$ cat src/sv/pli_pkg.sv
// Shared constants and types for the piecewise linear interpolator.
package pli_pkg;

	localparam int MAX_POINTS = 64;
	localparam int AW         = $clog2(MAX_POINTS);
	localparam int ENTRY_W    = 64;

	// Operation codes on func
	localparam logic FUNC_LOAD  = 1'b0;
	localparam logic FUNC_QUERY = 1'b1;

	// Clamp codes on clamp_code
	localparam logic [1:0] CLAMP_NONE = 2'd0;
	localparam logic [1:0] CLAMP_LOW  = 2'd1;
	localparam logic [1:0] CLAMP_HIGH = 2'd2;

	// Quotient magnitude limit, 2^33
	localparam logic [33:0] QUOT_CAP = 34'h2_0000_0000;

	typedef struct packed {
		logic        start;
		logic [32:0] mul_a;
		logic [32:0] mul_b;
		logic [32:0] div_d;
	} md_req_t;

	typedef struct packed {
		logic        done;
		logic [33:0] quot;
	} md_rsp_t;

endpackage

$ cat src/sv/pli_muldiv.sv
// Bit-serial multiply then restoring divide on one shared adder.
module pli_muldiv import pli_pkg::*; (
	input  logic    clk,
	input  logic    arst_n,
	input  md_req_t req,
	output md_rsp_t rsp
);

	localparam logic [2:0] M_IDLE = 3'd0;
	localparam logic [2:0] M_MUL  = 3'd1;
	localparam logic [2:0] M_CHK  = 3'd2;
	localparam logic [2:0] M_DIV  = 3'd3;
	localparam logic [2:0] M_DONE = 3'd4;

	localparam logic [5:0] MUL_LAST = 6'd32;
	localparam logic [5:0] DIV_LAST = 6'd33;

	logic [2:0]  st_q;
	logic [5:0]  cnt_q;
	logic [32:0] a_q;
	logic [32:0] d_q;
	logic [32:0] hi_q;
	logic [33:0] lo_q;

	logic [33:0] opa;
	logic [33:0] opb;
	logic        sub;
	logic [34:0] sum;

	// Shared adder: accumulate in multiply, trial subtract in divide
	always_comb begin
		opa = '0;
		opb = '0;
		sub = 1'b0;
		case (st_q)
			M_MUL: begin
				opa = {1'b0, hi_q};
				opb = lo_q[0] ? {1'b0, a_q} : 34'd0;
			end
			M_CHK: begin
				opa = {2'b00, hi_q[32:1]};
				opb = {1'b0, d_q};
				sub = 1'b1;
			end
			M_DIV: begin
				opa = {hi_q, lo_q[33]};
				opb = {1'b0, d_q};
				sub = 1'b1;
			end
			default: begin
				opa = '0;
			end
		endcase
		sum = {1'b0, opa} + {1'b0, (sub ? ~opb : opb)} + {34'd0, sub};
	end

	always_ff @(posedge clk or negedge arst_n) begin
		if (!arst_n) begin
			st_q  <= M_IDLE;
			cnt_q <= '0;
		end else begin
			case (st_q)
				M_IDLE: begin
					cnt_q <= '0;
					if (req.start) begin
						st_q <= M_MUL;
					end
				end
				M_MUL: begin
					cnt_q <= cnt_q + 6'd1;
					if (cnt_q == MUL_LAST) begin
						st_q <= M_CHK;
					end
				end
				M_CHK: begin
					cnt_q <= '0;
					st_q  <= sum[34] ? M_DONE : M_DIV;
				end
				M_DIV: begin
					cnt_q <= cnt_q + 6'd1;
					if (cnt_q == DIV_LAST) begin
						st_q <= M_DONE;
					end
				end
				M_DONE: begin
					st_q <= M_IDLE;
				end
				default: begin
					st_q <= M_IDLE;
				end
			endcase
		end
	end

	always_ff @(posedge clk) begin
		case (st_q)
			M_IDLE: begin
				if (req.start) begin
					a_q  <= req.mul_a;
					d_q  <= req.div_d;
					hi_q <= '0;
					lo_q <= {1'b0, req.mul_b};
				end
			end
			M_MUL: begin
				hi_q <= sum[33:1];
				lo_q <= {1'b0, sum[0], lo_q[32:1]};
			end
			M_CHK: begin
				// High part already at or above the divisor: quotient overflows the cap
				if (sum[34]) begin
					lo_q <= QUOT_CAP;
				end else begin
					hi_q <= {1'b0, hi_q[32:1]};
					lo_q <= {hi_q[0], lo_q[32:0]};
				end
			end
			M_DIV: begin
				hi_q <= sum[34] ? sum[32:0] : {hi_q[31:0], lo_q[33]};
				lo_q <= {lo_q[32:0], sum[34]};
			end
			default: begin
				lo_q <= lo_q;
			end
		endcase
	end

	assign rsp.done = (st_q == M_DONE);
	assign rsp.quot = (lo_q > QUOT_CAP) ? QUOT_CAP : lo_q;

endmodule

$ cat config.mk
export PLATFORM = sky130hd
export DESIGN_NAME = pli_muldiv
export DESIGN_NICKNAME = d
export VERILOG_FILES = /design/src/sv/pli_pkg.sv /design/src/sv/pli_muldiv.sv
export SDC_FILE = /design/constraint.sdc
export NUM_CORES = 1
export LEC_CHECK = 0
export ABC_AREA = 1
export BUFFER_PORTS_ARGS = -buffer_cell sky130_fd_sc_hd__buf_2
export CAP_MARGIN = 20
export CORE_MARGIN = 2
export CORE_UTILIZATION = 45
export DETAILED_ROUTE_END_ITERATION = 16
export PLACE_DENSITY_LB_ADDON = 0.1
export SYNTH_ARGS = -nofsm -noshare
export SYNTH_HDL_FRONTEND = slang
export SYNTH_SLANG_ARGS = --single-unit
$ cat constraint.sdc
create_clock -name clk -period 6.2 [get_ports clk]
set_input_delay 0 -clock clk [delete_from_list [all_inputs] [get_ports clk]]
set_output_delay 0 -clock clk [all_outputs]
set_load 0.03 [all_outputs]
==> results_dict.tcl <==
set metrics [dict create \
    status "complete, no violations" \
    syn2layout_area_growth_pct 26.5 \
    clkPwrFrac 0.154 \
    fin_setup_tns_ps 0 \
    wl_per_cell_um 17.0 \
    seqPwrFrac 0.279 \
    cp-startpoint "st_q[0]" \
    wirelength_mm 28.2 \
    r2r_start "st_q[0]" \
    n_antenna_cell 0 \
    clkSinkCount 142 \
    critPathCaptureType "flop" \
    slew_violations 0 \
    rsz0062_at_grt "no" \
    p_per_area_mw_per_mm2 547 \
    hold_viol 0 \
    r2r-end "hi_q[22]" \
    rows 52 \
    fin_crit_sh 0.781 \
    synth.cell_area_mm2 0.00939 \
    layout-drive-gt1-share 0.157 \
    first_iter_violations 825 \
    route.detailed.drc 0 \
    grt_max_degree 65 \
    power_mw 6.49 \
    clk_pin_slew_ps 60 \
    arrival_ps 5020 \
    leakagePower_nw 5.21 \
    final_cell_mix "287 x nand2_1, 136 x buf_2, 134 x inv_1" \
    clock_latency_ps 430 \
    synth_cells 1153 \
    final_nets 1511 \
    slowest_stage "inv_1" \
    async_flop_share 0.0634 \
    crit_required_ps 6380 \
    dp_cells 1522 \
    critPathMaxStageDelay_ps 560 \
    ys_seq_area_frac 0.449 \
    crit_buf_inv 2 \
    grt_pass1_wl_mm 43.9 \
    gp_congestion 0.925 \
    grt_pass1_vias 8570 \
    intPower_mw 3.26 \
    ir_drop_mv 0.241 \
    core_area_mm2 0.0204 \
    r2r_cells 17 \
    synth_seq_cells 142 \
    dp_hpwl_mm 19.5 \
    clk_path_buf_depth 2 \
    grt_overflow 0 \
    final_common_cell "nand2_1" \
    cp.depth 17 \
    cpMostUsedCell "nand2_1" \
    cts_tree "built" \
    track_usage 0.255 \
    synth_cell_types 51 \
    worst_slack_ps 1360 \
    syn_nets 1291 \
    crit_path_end "hi_q[22]" \
    numCtsBuffers 17 \
    maxCapViolCount 0 \
    hp-class "input port to flop" \
    p_sw_mw 3.23 \
    yosys_warnings 0 \
    path_class "flop to flop" \
    avgSynthCellArea_um2 8.14 \
    synth-edff-count 133 \
    fillers 1882 \
    ctsHoldBuffers 101 \
    die_h_um 148 \
    relSlewSlack 0.387 \
    start_kind "flop" \
    postRouteAntennaNets 0 \
    drt_first_pass_iters 6 \
    r2r_slack_ps 1360 \
    cts_root_buf "clkbuf_16" \
    yosys.area.top_type "edfxtp_1" \
    max_freq_ghz 0.207 \
    dp_slack_ps 1470 \
    antenna_found_initial 0 \
    ctsResizeCount 0 \
    cts_setup_buffers 0 \
    path_cells "nor2_4 > nand2_1 > inv_1 > buf_4 > nand2_1 > nand3_1 > ha_1 > a21oi_1 > nand2_1 > a21oi_1 > o21ai_0 > nand2_1 > nand3_4 > nand2_4 > o21ai_0 > a21oi_1 > nand2_1" \
    die_x_um 148 \
    post_drt_via_cell_ratio 5.45 \
    start_util 0.461 \
    path_max_fanout 32 \
    p_sw_frac 0.498 \
    io_pins 137 \
    synthTopCellsByArea "edfxtp_1 43%, nand2_1 12%, inv_1 5.4%" \
    synth_ff_type "edfxtp_1" \
    finalNonFillerCells 1656 \
    combPwrFrac 0.567 \
    skew_ps 9.22 \
    synth.top_cell.area_share 0.425 \
    io_buffers 136 \
    layout_min_cycle_time_ps 4840 \
    setup_viol 0 \
    worst_pin_slew_ps 919 \
    dieArea_mm2 0.0220 \
    cts_max_level 4 \
    cp_top_family "simple AND/OR/NAND/NOR gates" \
    fin_hold_ws_ps 19.9 \
    num_vias 9022 \
]
[synthesized netlist by cell type, types with 4 or more instances]
library cell  number
nand2_1          288
inv_1            134
edfxtp_1         133
nor2_1           108
nand3_1           85
o21ai_0           71
a21oi_1           48
o221ai_1          45
ha_1              35
clkbuf_1          27
o21ai_1           17
xor2_1            16
o211ai_1          12
nand4_1           10
nor4_1            10
buf_1              9
dfrtp_1            9
nor3_1             9
nand2_2            8
a31oi_1            7
nor2_2             6
o21ai_2            6
buf_2              5
nand3b_1           5
o21a_1             5
inv_2              4
xnor2_1            4
[layout make-up]
cell class	instances	area, um2	share of cell area
multi-input combinational	825	4440	0.374
sequential	142	4220	0.355
timing repair buffer	248	1790	0.151
clock buffer	17	425	0.0358
clock inverter	15	136	0.0115
tap	270	338	0.0284
inverter	139	524	0.0441
[per-stage QoR]
stage           util  area [um2]
6_report       0.583       11900
5_1_grt        0.583       11900
3_3_place_gp   0.505       10300
3_5_place_dp   0.505       10300
2_1_floorplan      -        9390
4_1_cts        0.583       11900
[power groups by stage]
| stage | clock, mW | sequential, mW | combinational [mW] |
|---|---|---|---|
| finish | 1.00 | 1.81 | 3.68 |
| global placement | 0 | 1.82 | 3.56 |
| CTS | 1.02 | 1.81 | 3.63 |
| floorplan | 0 | 1.75 | 2.63 |
| global route | 1.05 | 1.85 | 4.06 |
| detailed placement | 0 | 1.82 | 3.57 |
[state kept, by name, summed over array words and instances, names as in the netlist]
name   count
a_q       33
cnt_q      6
d_q       33
hi_q      33
lo_q      34
st_q       3
[worst min-delay path: stages]
cell and delay (ps):
buf_2 110, nor2_1 100, nor2_1 70
[how the worst min path moves through the flow]
stage	from	to	slack, ps	cells after the start
2_1_floorplan	arst_n	cnt_q[0]	-300	0
3_3_place_gp	arst_n	cnt_q[0]	-130	1
3_5_place_dp	arst_n	cnt_q[0]	-130	1
4_1_cts	req[99]	lo_q[33]	10	3
5_1_grt	req[99]	lo_q[33]	60	3
6_report	req[99]	lo_q[33]	20	3
[per-layer routing]
| layer | up-vias | GRT usage | share of wire |
|---|---|---|---|
| met5 | - | 0 | 0 |
| met2 | 357 | 0.408 | 0.45 |
| met4 | 0 | 0.0762 | 0.020 |
| met1 | 4195 | 0.360 | 0.46 |
| li1 | 4428 | - | - |
| met3 | 42 | 0.0387 | 0.066 |
[cells by family (layout without fill, tap and decap cells)]
| family | Yosys count | after routing | share of synthesized area |
|---|---|---|---|
| mux | 1 | 1 | 0.00107 |
| flops | 142 | 142 | 0.449 |
| buf+inv | 186 | 419 | 0.0797 |
| simple gates | 537 | 537 | 0.246 |
| compound gates | 231 | 231 | 0.156 |
| xor+xnor | 20 | 20 | 0.0187 |
| fa+ha+maj | 36 | 36 | 0.0488 |
No activity file was read; power rests on OpenSTA's default activity.
